<file path="config.mk">
export PLATFORM = sky130hd
export DESIGN_NAME = byte_register_machine_executor_flat
export DESIGN_NICKNAME = d
export VERILOG_FILES = /design/src/design/brm_pkg.sv /design/src/design/brm_instr_if.sv /design/src/design/brm_result_if.sv /design/src/design/brm_datapath.sv /design/src/design/brm_ctrl.sv /design/src/design/byte_register_machine_executor.sv /design/src/flat_wrapper.sv
export SDC_FILE = /design/constraint.sdc
export NUM_CORES = 2
export LEC_CHECK = 0
export BUFFER_PORTS_ARGS = -buffer_cell sky130_fd_sc_hd__buf_2
export CORE_AREA = 2 2 418 420
export CTS_CLUSTER_DIAMETER = 120
export DETAILED_ROUTE_END_ITERATION = 16
export DIE_AREA = 0 0 420 422
export GPL_TIMING_DRIVEN = 1
export PLACE_DENSITY = 0.73
export SLEW_MARGIN = 25
export SYNTH_ARGS = -nofsm -noshare
export SYNTH_HDL_FRONTEND = slang
export SYNTH_SLANG_ARGS = --single-unit
export TNS_END_PERCENT = 30
</file>
<file path="constraint.sdc">
create_clock -name clk -period 12.5 [get_ports clk]
set_input_delay 1.25 -clock clk [delete_from_list [all_inputs] [get_ports clk]]
set_output_delay 1.25 -clock clk [all_outputs]
set_load 0.02 [all_outputs]
</file>
<file path="src/design/brm_pkg.sv">
// Shared types, codes and helper functions for the byte register machine executor.
`default_nettype none

package brm_pkg;

    localparam int MEM_DEPTH = 256;
    localparam int MEM_AW    = $clog2(MEM_DEPTH);
    localparam int IDX_W     = 11;
    localparam int RF_DEPTH  = 8;
    localparam int RF_AW     = $clog2(RF_DEPTH);

    typedef enum logic [3:0] {
        K_ADD     = 4'd0,
        K_SUB     = 4'd1,
        K_AND     = 4'd2,
        K_OR      = 4'd3,
        K_NOT     = 4'd4,
        K_SHL     = 4'd5,
        K_SAR     = 4'd6,
        K_STORE   = 4'd7,
        K_LOAD    = 4'd8,
        K_JUMP    = 4'd9,
        K_SKIPCLR = 4'd10,
        K_SKIPSET = 4'd11,
        K_SKIPEQ  = 4'd12,
        K_READREG = 4'd13,
        K_READMEM = 4'd14,
        K_UNUSED  = 4'd15
    } kind_t;

    localparam logic [1:0] SEL_REG = 2'd0;
    localparam logic [1:0] SEL_IMM = 2'd1;

    typedef struct packed {
        logic [3:0]       kind;
        logic [RF_AW-1:0] dest_reg;
        logic [RF_AW-1:0] src_reg;
        logic [1:0]       src_select;
        logic [7:0]       immediate;
        logic [7:0]       mem_address;
        logic [IDX_W-1:0] jump_target;
    } instr_t;

    typedef struct packed {
        logic [IDX_W-1:0]  next_index;
        logic              skipped;
        logic signed [7:0] value_out;
    } result_t;

    // controller to datapath
    typedef struct packed {
        logic capture;
        logic commit;
    } cmd_t;

    // amount outside 0..7 when negative or any bit above bit 2 is set
    function automatic logic amt_out_of_range(input logic [7:0] amt);
        return amt[7] | (|amt[6:3]);
    endfunction

    function automatic logic [7:0] shl8(input logic [7:0] v, input logic [7:0] amt);
        logic [7:0] res;
        if (amt_out_of_range(amt))
            res = 8'd0;
        else
            res = v << amt[2:0];
        return res;
    endfunction

    function automatic logic [7:0] sar8(input logic [7:0] v, input logic [7:0] amt);
        logic [7:0] res;
        if (amt_out_of_range(amt))
            res = {8{v[7]}};
        else
            res = $unsigned($signed(v) >>> amt[2:0]);
        return res;
    endfunction

    function automatic logic bit_test(input logic [7:0] v, input logic [7:0] idx);
        logic res;
        if (amt_out_of_range(idx))
            res = v[7];
        else
            res = v[idx[2:0]];
        return res;
    endfunction

endpackage

`default_nettype wire

</file>
<file path="src/design/brm_instr_if.sv">
// Instruction channel: valid/ready handshake with the decoded instruction fields.
`default_nettype none

interface brm_instr_if;
    logic                        valid;
    logic                        ready;
    logic [3:0]                  kind;
    logic [brm_pkg::RF_AW-1:0]   dest_reg;
    logic [brm_pkg::RF_AW-1:0]   src_reg;
    logic [1:0]                  src_select;
    logic [7:0]                  immediate;
    logic [7:0]                  mem_address;
    logic [brm_pkg::IDX_W-1:0]   jump_target;

    modport source (
        output valid, kind, dest_reg, src_reg, src_select, immediate, mem_address,
               jump_target,
        input  ready
    );

    modport sink (
        input  valid, kind, dest_reg, src_reg, src_select, immediate, mem_address,
               jump_target,
        output ready
    );
endinterface

`default_nettype wire

</file>
<file path="src/design/brm_result_if.sv">
// Result channel: valid/ready handshake with next index, skip flag and value.
`default_nettype none

interface brm_result_if;
    logic                        valid;
    logic                        ready;
    logic [brm_pkg::IDX_W-1:0]   next_index;
    logic                        skipped;
    logic signed [7:0]           value_out;

    modport source (
        output valid, next_index, skipped, value_out,
        input  ready
    );

    modport sink (
        input  valid, next_index, skipped, value_out,
        output ready
    );
endinterface

`default_nettype wire

</file>
<file path="src/design/brm_datapath.sv">
// Datapath: register file, data memory, instruction index, ALU and result register.
`default_nettype none

module brm_datapath (
    input  wire logic             clk,
    input  wire logic             rst_n,
    input  wire brm_pkg::cmd_t    cmd,
    input  wire brm_pkg::instr_t  instr,
    output brm_pkg::result_t      result
);

    logic [7:0]                 rf_reg [brm_pkg::RF_DEPTH];
    logic [7:0]                 mem [brm_pkg::MEM_DEPTH];
    logic [brm_pkg::MEM_DEPTH-1:0] mem_vld_reg;
    logic [brm_pkg::IDX_W-1:0]  idx_reg;
    logic [brm_pkg::IDX_W-1:0]  idx_next;

    logic [3:0]                 kind_reg;
    logic [brm_pkg::RF_AW-1:0]  dst_reg;
    logic [1:0]                 sel_reg;
    logic [7:0]                 imm_reg;
    logic [7:0]                 addr_reg;
    logic [brm_pkg::IDX_W-1:0]  target_reg;
    logic [7:0]                 a_reg;
    logic [7:0]                 b_reg;
    logic [7:0]                 mem_rd_reg;
    logic                       mem_rd_vld_reg;

    brm_pkg::result_t           result_reg;
    brm_pkg::result_t           result_next;

    logic [7:0]                 mem_val;
    logic [7:0]                 val;
    logic                       wr_rf;
    logic                       wr_mem;
    logic                       skip;
    logic                       advance;
    logic [brm_pkg::IDX_W-1:0]  jump_idx;
    logic                       do_jump;

    // never-written memory bytes read as zero
    assign mem_val = mem_rd_vld_reg ? mem_rd_reg : 8'd0;

    always_comb
    begin
        val     = 8'd0;
        wr_rf   = 1'b0;
        wr_mem  = 1'b0;
        skip    = 1'b0;
        advance = 1'b1;
        do_jump = 1'b0;
        unique case (brm_pkg::kind_t'(kind_reg))
            brm_pkg::K_ADD:
            begin
                val   = a_reg + b_reg;
                wr_rf = 1'b1;
            end
            brm_pkg::K_SUB:
            begin
                val   = a_reg - b_reg;
                wr_rf = 1'b1;
            end
            brm_pkg::K_AND:
            begin
                val   = a_reg & b_reg;
                wr_rf = 1'b1;
            end
            brm_pkg::K_OR:
            begin
                val   = a_reg | b_reg;
                wr_rf = 1'b1;
            end
            brm_pkg::K_NOT:
            begin
                val   = ~a_reg;
                wr_rf = 1'b1;
            end
            brm_pkg::K_SHL:
            begin
                val   = brm_pkg::shl8(a_reg, b_reg);
                wr_rf = 1'b1;
            end
            brm_pkg::K_SAR:
            begin
                val   = brm_pkg::sar8(a_reg, b_reg);
                wr_rf = 1'b1;
            end
            brm_pkg::K_STORE:
            begin
                val    = (sel_reg == brm_pkg::SEL_REG) ? b_reg : imm_reg;
                wr_mem = 1'b1;
            end
            brm_pkg::K_LOAD:
            begin
                if (sel_reg == brm_pkg::SEL_REG)
                    val = b_reg;
                else if (sel_reg == brm_pkg::SEL_IMM)
                    val = imm_reg;
                else
                    val = mem_val;
                wr_rf = 1'b1;
            end
            brm_pkg::K_JUMP:    do_jump = 1'b1;
            brm_pkg::K_SKIPCLR: skip = ~brm_pkg::bit_test(a_reg, b_reg);
            brm_pkg::K_SKIPSET: skip = brm_pkg::bit_test(a_reg, b_reg);
            brm_pkg::K_SKIPEQ:  skip = (a_reg == b_reg);
            brm_pkg::K_READREG:
            begin
                val     = b_reg;
                advance = 1'b0;
            end
            brm_pkg::K_READMEM:
            begin
                val     = mem_val;
                advance = 1'b0;
            end
            default:            advance = 1'b0;
        endcase
    end

    assign jump_idx = target_reg;

    always_comb
    begin
        if (!advance)
            idx_next = idx_reg;
        else if (do_jump)
            idx_next = jump_idx;
        else if (skip)
            idx_next = idx_reg + brm_pkg::IDX_W'(2);
        else
            idx_next = idx_reg + brm_pkg::IDX_W'(1);
    end

    always_comb
    begin
        result_next.next_index = idx_next;
        result_next.skipped    = skip;
        result_next.value_out  = $signed(val);
    end

    // operand capture, register and memory reads at transaction acceptance
    always_ff @(posedge clk)
    begin
        if (cmd.capture)
        begin
            kind_reg       <= instr.kind;
            dst_reg        <= instr.dest_reg;
            sel_reg        <= instr.src_select;
            imm_reg        <= instr.immediate;
            addr_reg       <= instr.mem_address;
            target_reg     <= instr.jump_target;
            a_reg          <= rf_reg[instr.dest_reg];
            b_reg          <= rf_reg[instr.src_reg];
            mem_rd_reg     <= mem[instr.mem_address];
            mem_rd_vld_reg <= mem_vld_reg[instr.mem_address];
        end
        if (cmd.commit)
            result_reg <= result_next;
    end

    always_ff @(posedge clk)
    begin
        if (cmd.commit && wr_mem)
            mem[addr_reg] <= val;
    end

    always_ff @(posedge clk or negedge rst_n)
    begin
        if (!rst_n)
        begin
            mem_vld_reg <= '0;
            idx_reg     <= '0;
            for (int i = 0; i < brm_pkg::RF_DEPTH; i++)
                rf_reg[i] <= 8'd0;
        end
        else if (cmd.commit)
        begin
            idx_reg <= idx_next;
            if (wr_mem)
                mem_vld_reg[addr_reg] <= 1'b1;
            if (wr_rf)
                rf_reg[dst_reg] <= val;
        end
    end

    assign result = result_reg;

    // instruction index only moves when an instruction retires
    a_idx_hold: assert property (@(posedge clk) disable iff (!rst_n)
        !cmd.commit |=> $stable(idx_reg))
        else $error("instruction index changed without commit");

    // read kinds leave the index where it was
    a_read_no_adv: assert property (@(posedge clk) disable iff (!rst_n)
        cmd.commit && (kind_reg == brm_pkg::K_READREG || kind_reg == brm_pkg::K_READMEM)
        |=> $stable(idx_reg) && result_reg.next_index == idx_reg)
        else $error("read kind advanced the instruction index");

    // skip flag only ever reported for skip kinds
    a_skip_kind: assert property (@(posedge clk) disable iff (!rst_n)
        cmd.commit && skip |-> (kind_reg == brm_pkg::K_SKIPCLR ||
                                kind_reg == brm_pkg::K_SKIPSET ||
                                kind_reg == brm_pkg::K_SKIPEQ))
        else $error("skip raised by a non-skip kind");

endmodule

`default_nettype wire

</file>
<file path="src/design/brm_ctrl.sv">
// Controller: accept/execute sequencing and result register occupancy.
`default_nettype none

module brm_ctrl (
    input  wire logic          clk,
    input  wire logic          rst_n,
    input  wire logic          in_valid,
    output logic               in_ready,
    output logic               out_valid,
    input  wire logic          out_ready,
    output brm_pkg::cmd_t      cmd
);

    typedef enum logic [1:0] {
        S_IDLE = 2'b01,
        S_EXEC = 2'b10
    } state_t;

    state_t state_reg;
    state_t state_next;
    logic   out_valid_reg;
    logic   out_valid_next;

    assign in_ready    = (state_reg == S_IDLE);
    assign cmd.capture = in_valid && in_ready;
    // retire only once the result register is free or being emptied
    assign cmd.commit  = (state_reg == S_EXEC) && (!out_valid_reg || out_ready);

    always_comb
    begin
        state_next = state_reg;
        unique case (state_reg)
            S_IDLE:  if (cmd.capture) state_next = S_EXEC;
            S_EXEC:  if (cmd.commit)  state_next = S_IDLE;
            default: state_next = S_IDLE;
        endcase
    end

    assign out_valid_next = cmd.commit || (out_valid_reg && !out_ready);

    always_ff @(posedge clk or negedge rst_n)
    begin
        if (!rst_n)
        begin
            state_reg     <= S_IDLE;
            out_valid_reg <= 1'b0;
        end
        else
        begin
            state_reg     <= state_next;
            out_valid_reg <= out_valid_next;
        end
    end

    assign out_valid = out_valid_reg;

    a_cap_exec: assert property (@(posedge clk) disable iff (!rst_n)
        cmd.capture |=> state_reg == S_EXEC)
        else $error("captured instruction did not enter execute");

    a_commit_slot: assert property (@(posedge clk) disable iff (!rst_n)
        cmd.commit |-> (!out_valid_reg || out_ready))
        else $error("commit would overwrite a pending result");

    a_commit_out: assert property (@(posedge clk) disable iff (!rst_n)
        cmd.commit |=> out_valid_reg)
        else $error("retired instruction produced no result");

    a_no_cap_exec: assert property (@(posedge clk) disable iff (!rst_n)
        !(cmd.capture && cmd.commit))
        else $error("capture and commit in the same cycle");

endmodule

`default_nettype wire

</file>
<file path="src/design/byte_register_machine_executor.sv">
// Top level of the byte register machine executor.
//
//   channel   dir   modport   payload
//   instr     in    sink      kind, dest_reg, src_reg, src_select, immediate,
//                             mem_address, jump_target
//   result    out   source    next_index, skipped, value_out
//
// Each instruction is first captured, with the register file and data memory
// read into registers, and then executed, loading the result register.
// A new instruction is taken while a result still waits; execution then holds
// until the result register empties. Asynchronous active-low reset clears the
// registers, instruction index and per-byte memory valid bits at once, so no
// clearing pass is needed.
`default_nettype none

module byte_register_machine_executor (
    input  wire logic     clk,
    input  wire logic     rst_n,
    brm_instr_if.sink     instr,
    brm_result_if.source  result
);

    brm_pkg::cmd_t    cmd;
    brm_pkg::instr_t  instr_pl;
    brm_pkg::result_t result_pl;

    always_comb
    begin
        instr_pl.kind        = instr.kind;
        instr_pl.dest_reg    = instr.dest_reg;
        instr_pl.src_reg     = instr.src_reg;
        instr_pl.src_select  = instr.src_select;
        instr_pl.immediate   = instr.immediate;
        instr_pl.mem_address = instr.mem_address;
        instr_pl.jump_target = instr.jump_target;
    end

    brm_ctrl u_ctrl (
        .clk       (clk),
        .rst_n     (rst_n),
        .in_valid  (instr.valid),
        .in_ready  (instr.ready),
        .out_valid (result.valid),
        .out_ready (result.ready),
        .cmd       (cmd)
    );

    brm_datapath u_datapath (
        .clk    (clk),
        .rst_n  (rst_n),
        .cmd    (cmd),
        .instr  (instr_pl),
        .result (result_pl)
    );

    assign result.next_index = result_pl.next_index;
    assign result.skipped    = result_pl.skipped;
    assign result.value_out  = result_pl.value_out;

endmodule

`default_nettype wire

</file>
<file path="src/flat_wrapper.sv">
// flat-port wrapper written by rule: the top's interface ports become plain ports
module byte_register_machine_executor_flat 
  (clk, rst_n, instr_valid, instr_kind, instr_dest_reg, instr_src_reg, instr_src_select, instr_immediate, instr_mem_address, instr_jump_target, instr_ready, result_valid, result_next_index, result_skipped, result_value_out, result_ready);
  brm_instr_if instr_i ();
  brm_result_if result_i ();
  input  wire logic clk;
  input  wire logic rst_n;
  input wire logic [$bits(instr_i.valid)-1:0] instr_valid;
  input wire logic [$bits(instr_i.kind)-1:0] instr_kind;
  input wire logic [$bits(instr_i.dest_reg)-1:0] instr_dest_reg;
  input wire logic [$bits(instr_i.src_reg)-1:0] instr_src_reg;
  input wire logic [$bits(instr_i.src_select)-1:0] instr_src_select;
  input wire logic [$bits(instr_i.immediate)-1:0] instr_immediate;
  input wire logic [$bits(instr_i.mem_address)-1:0] instr_mem_address;
  input wire logic [$bits(instr_i.jump_target)-1:0] instr_jump_target;
  output wire logic [$bits(instr_i.ready)-1:0] instr_ready;
  output wire logic [$bits(result_i.valid)-1:0] result_valid;
  output wire logic [$bits(result_i.next_index)-1:0] result_next_index;
  output wire logic [$bits(result_i.skipped)-1:0] result_skipped;
  output wire logic [$bits(result_i.value_out)-1:0] result_value_out;
  input wire logic [$bits(result_i.ready)-1:0] result_ready;
  assign instr_i.valid = instr_valid;
  assign instr_i.kind = instr_kind;
  assign instr_i.dest_reg = instr_dest_reg;
  assign instr_i.src_reg = instr_src_reg;
  assign instr_i.src_select = instr_src_select;
  assign instr_i.immediate = instr_immediate;
  assign instr_i.mem_address = instr_mem_address;
  assign instr_i.jump_target = instr_jump_target;
  assign instr_ready = instr_i.ready;
  assign result_valid = result_i.valid;
  assign result_next_index = result_i.next_index;
  assign result_skipped = result_i.skipped;
  assign result_value_out = result_i.value_out;
  assign result_i.ready = result_ready;
  byte_register_machine_executor u_core (.clk(clk), .rst_n(rst_n), .instr(instr_i), .result(result_i));
endmodule
</file>
# After elaboration in Yosys (flattened, before gate mapping)
# Memory sizes are Yosys's and may differ from the RTL's. A register that Yosys moved wholly into a read port is not among the register bits.
# Cells that the tools add are included.
# totals
reg_bits	407
mem_count	1
output_inout_bits	22
rom_bits	0
latchBits	0
ram_bits	2048
# op_classes
n_eq_ne	20
n_reduce_logical	18
add_sub_neg	4
bitwise_logic	9
multipliers	0
magnitude_cmp	8
div_mod_pow	0
muxes	37
shifts	2
# memory_table
memory	words	width	read_ports	rd_ports_with_merged_regs	write_ports	line	rtl
u_core.u_datapath.mem	256	8	1	1	1	brm_datapath.sv:13	logic [7:0] mem [brm_pkg::MEM_DEPTH];
# op_table
cell	n
$or 256x256->256	1
$mux 8	11
$pmux 8 s11	1
$bwmux 64	1
$bmux 8 s3	2
$mux 11	3
$eq 4x4->1 const B	7
$demux 8 s3	1
$lt 8x9->1 const B	2
$eq 4x3->1 const B	4
$reduce_or 13->1	1
$ge 4x4->1 const B	3
$not 3->4	3
$add 11x1->11 const B	1
$add 11x2->11 const B	1
$mux 1	11
$add 8x8->8	1
$and 8x8->8	1
$bmux 1 s8	1
$demux 1 s8	1
$eq 4x2->1 const B	2
$eq 8x8->1	1
$ge 8x1->1 const B	1
$not 8->8	1
25 further kinds	36

# Logic depth before layout (Yosys ltp)
# depth
ltp_word	9
mapped_depth	11

# Hierarchy
# From an unflattened synthesis, not the netlist that was laid out.
# hier_totals
hier_cells	4950
hier_area_um2	97738.7
# modules_own_cells
module	area_each_um2	cells_each	n_inst
brm_datapath	97608.6	4939	1
brm_ctrl	130.1	11	1

# Worst setup path after synthesis
# OpenSTA, ideal clock, no wires.
# synth_timing
path_type	reg-to-reg
startpoint	register u_core.u_datapath.b_reg[1]
endpoint	memory u_core.u_datapath.mem[0][5], data pin
setup_slack_ps	1834
required_ps	10875
setup_time_ps	1625
arrival_time_ps	9041
path_stages_with_launch	10
path_buffers	2
path_cell_list	edfxtp_1 > buf_6 > clkbuf_1 > inv_1 > ha_1 > a21o_1 > a211oi_1 > o21ai_0 > a22oi_1 > o2111ai_1
# synth_via
elab_chain_cells	3
word_cells_on_any_way	7
classes_between	2 x add/sub; 2 x shift; 3 x mux
# synth_lines
item	line	rtl
start: declaration	brm_datapath.sv:25	logic [7:0] b_reg;
start signal: assignment	brm_datapath.sv:154	b_reg <= rf_reg[instr.src_reg];
parallel branches: the longest is 2 deep, another holds $sub 8x8->8	n/a	
$pmux 8 s11 *	brm_datapath.sv:52	unique case (brm_pkg::kind_t'(kind_reg))
net u_core.u_datapath.val[5]	brm_datapath.sv:33	logic [7:0] val;
end: declaration	brm_datapath.sv:13	
# Mark *: on every way through the listed nets, which the timed path passes.

==> flow_summary.toml <==
[yosys]
post-synth-top-area-cell = "sky130_fd_sc_hd__edfxtp_1"
netlist-cell-type-count = 77
synth_enable_flop_cells = 2129
most_frequently_used_flop_master_after_synthesis = "sky130_fd_sc_hd__edfxtp_1"
synthesis.instances = 4935
yosys_warns = 0
syn_nets = 5006
synthTopCellsByArea = "sky130_fd_sc_hd__edfxtp_1 65%, sky130_fd_sc_hd__mux4_2 15%, sky130_fd_sc_hd__dfrtp_1 8.5%, sky130_fd_sc_hd__or2_2 1.6%, sky130_fd_sc_hd__mux2_2 1.3%"
synth_seq_area_share_pct = 73.64
yosysTopAreaCellShare_pct = 65.13
ys_async_sr_fraction_pct = 13.56
synth.ff_latch_count = 2463
mean_syn_cell_area_sq_um = 19.89
mappedNetlistArea_sq_um = 98160

[layout]
nNetsFinal = 5105
final_layout_size_suffix_gt1_share_pct = 30.33
synthToLayoutAreaGrowth_pct = 11.11
mostFrequentLayoutCells = "2129 x sky130_fd_sc_hd__edfxtp_1, 646 x sky130_fd_sc_hd__mux4_2, 333 x sky130_fd_sc_hd__dfrtp_1"
largest_register_ff_count = 2048
mostFrequentLayoutCell = "sky130_fd_sc_hd__edfxtp_1"
fillers = 11572
fin_cells = 7569
final_util_pct = 63.10

[clock_tree]
cts_buffers = 231
cts_repair_resize_count = 0
bufs_on_longest_clock_path = 3
clock_tree.htree_level_count = 4
clkTransAtPathRegs_ns = 0.06
cts_tree = "built"
clkLatencyLatePin_ns = 0.90
ctsRootBufferMaster = "sky130_fd_sc_hd__clkbuf_16"
postCtsHoldBufs = 0
cts_setup_buffers = 0
clock_sinks = 2463

[setup_path]
worst_ep_arrival_time_ns = 6.08
critical_path_required_ns = 13.10
worst-path-max-fanout = 119
worst_setup_path_start_kind = "primary input"
end_kind = "register"
setup.worst_path.class = "in -> reg"

[worst_hold_path]
timing.hold.worst.class = "in -> async"

[timing]
final_hold_viol_count = 0
grt_setup_unrepaired = "false"
timing.clock.skew_ns = 0.06956
slew_headroom_pct = 21.42
upper_clock_frequency_limit_ghz = 0.1823
setup_viol = 0
worst-slew-pin-transition_ns = 1.174
timing.final.crit_period_ns = 5.487
maxSlewViolCount = 0
setup_total_negative_slack_ns = 0
final_worst_path_cycle_share_pct = 43.89

[floorplanning]
core_area_sq_um = 172900
initial_core_util_pct = 56.79
fp-row-count = 153
total_die_area_sq_um = 177200
num_io_pins = 65
dieWidth_um = 420
die_h_um = 422

[job]
drv.max_cap_violation_count = 0

[placement]
place_congestion = 0.9130
dp_cells = 7122
buffer_ports.inserted = 64
dpl.hpwl_um = 136900

[grt]
grt_start_max_net_pins = 226
antenna_violations_before_repair = 7
global_route.usage.total_pct = 26.75
first_pass_grt_wire_length_um = 343400
grt_pass1_vias = 49730
grt_overflow_total = 0

[drt]
drt_iter0_drc = 6962
drc = 0
routed_wl_um = 234800
num_vias = 50091
route.detailed.wl_per_inst_um = 31.03
detailedRoute.firstPassIterationCount = 6
route.detailed.vias_per_inst = 6.618
postRouteAntennaNets = 0

[power_and_ir_drop]
cellPowerDensity_nw_per_um2 = 166.1
leakage_nw = 37.20
worst_ir_drop_vdd_mv = 0.1596

[status]
run_status = "complete, no violations"
-- path summary, 6_finish.rpt --
check | cells past startpoint | slack [ns] | to | startpoint
worst max-delay path | 9 | 7.01 | u_core.u_datapath.mem_rd_reg[0]$_DFFE_PP_ | instr_mem_address[1]
worst min register to register | 1 | 0.46 | u_core.u_datapath.mem_vld_reg[55]$_DFFE_PN0P_ | u_core.u_datapath.mem_vld_reg[55]$_DFFE_PN0P_
worst min-delay path | 1 | 0.35 | u_core.u_datapath.mem_vld_reg[171]$_DFFE_PN0P_ | rst_n
min in group clk | 1 | 0.46 | u_core.u_datapath.mem_vld_reg[55]$_DFFE_PN0P_ | u_core.u_datapath.mem_vld_reg[55]$_DFFE_PN0P_
worst max register to register | 9 | 7.47 | u_core.u_datapath.mem[218][7]$_DFFE_PP_ | u_core.u_datapath.b_reg[2]$_DFFE_PP_
max in group asynchronous | 3 | 10.17 | u_core.u_ctrl.out_valid$_DFF_PN0_ | rst_n
-- synth_stat cells (9+ instances only) --
cell and n:
sky130_fd_sc_hd__o22ai_1 45, sky130_fd_sc_hd__buf_2 74, sky130_fd_sc_hd__mux4_2 646, sky130_fd_sc_hd__a31oi_1 12, sky130_fd_sc_hd__a21oi_1 86, sky130_fd_sc_hd__o221ai_1 31
sky130_fd_sc_hd__nand2b_1 18, sky130_fd_sc_hd__mux2_2 115, sky130_fd_sc_hd__dfrtp_1 333, sky130_fd_sc_hd__a221oi_1 12, sky130_fd_sc_hd__or4_1 9, sky130_fd_sc_hd__buf_1 25
sky130_fd_sc_hd__nand3_1 40, sky130_fd_sc_hd__a22oi_1 50, sky130_fd_sc_hd__a211oi_1 27, sky130_fd_sc_hd__clkbuf_1 147, sky130_fd_sc_hd__edfxtp_1 2129, sky130_fd_sc_hd__nor2_1 315
sky130_fd_sc_hd__buf_4 24, sky130_fd_sc_hd__mux2i_1 123, sky130_fd_sc_hd__and3_1 17, sky130_fd_sc_hd__nand4_1 10, sky130_fd_sc_hd__inv_1 32, sky130_fd_sc_hd__nor2b_1 18
sky130_fd_sc_hd__or2_2 258, sky130_fd_sc_hd__nand2_1 100, sky130_fd_sc_hd__nor3_1 17, sky130_fd_sc_hd__o21ai_0 54, sky130_fd_sc_hd__ha_1 26, sky130_fd_sc_hd__o211ai_1 13
sky130_fd_sc_hd__a22o_1 11
-- where the power goes --
part / internal, W / total [W] / switching, W
logic: 0.000448 / 0.00152 / 0.00107
registers: 0.00945 / 0.00953 / 0.0000801
clock network: 0.00397 / 0.00706 / 0.00309
-- worst max-delay path, stage by stage --
cell                      delay, ns
sky130_fd_sc_hd__buf_8         0.53
sky130_fd_sc_hd__buf_12        0.59
sky130_fd_sc_hd__buf_4         0.77
sky130_fd_sc_hd__mux4_2        0.44
sky130_fd_sc_hd__mux4_2        0.51
sky130_fd_sc_hd__mux2i_1       0.30
sky130_fd_sc_hd__a21oi_1       0.30
sky130_fd_sc_hd__o21ai_0       0.81
sky130_fd_sc_hd__a31oi_1       0.10
-- layer usage --
metal / vias up / share of wire [%] / global-route usage (%)
met2: 2780 / 48 / 40.74
met5: - / 0.032 / 0
met1: 26507 / 39 / 39.01
met4: 10 / 3.4 / 8.795
met3: 467 / 10 / 5.920
li1: 20327 / - / -
-- through the flow --
step	instance area, sq um	hold slack (ns)	total power [W]	setup WS [ns]
floorplan	98160	0.4337	0.01076	1.834
global placement	101000	0.4431	0.01114	6.420
detailed placement	101100	0.4476	0.01120	6.432
CTS	108900	0.3405	0.01816	7.282
global route	109100	0.3932	0.01862	7.005
finish	109100	0.3513	0.01811	7.013
-- cells by family after synthesis --
family          count (synthesis)  share of synthesized area (%)
buf+inv                       304                          1.364
compound gates                414                          2.906
flops                        2463                          73.64
simple gates                  841                          4.312
fa+ha+maj                      28                         0.3722
mux                           884                          17.39
xor+xnor                        1                       0.008924
-- final cells by class --
cell class | count | area [sq um] | area share (%)
clock inverter | 138 | 1509 | 1.383
sequential | 2463 | 72290 | 66.28
clock buffer | 304 | 6235 | 5.716
inverter | 32 | 120.1 | 0.1101
tap | 2325 | 2909 | 2.667
multi-input combinational | 2168 | 24820 | 22.76
timing repair buffer | 138 | 1181 | 1.083
antenna | 1 | 2.502 | 0.002294
Note: power is estimated with default switching activity, not from simulation.
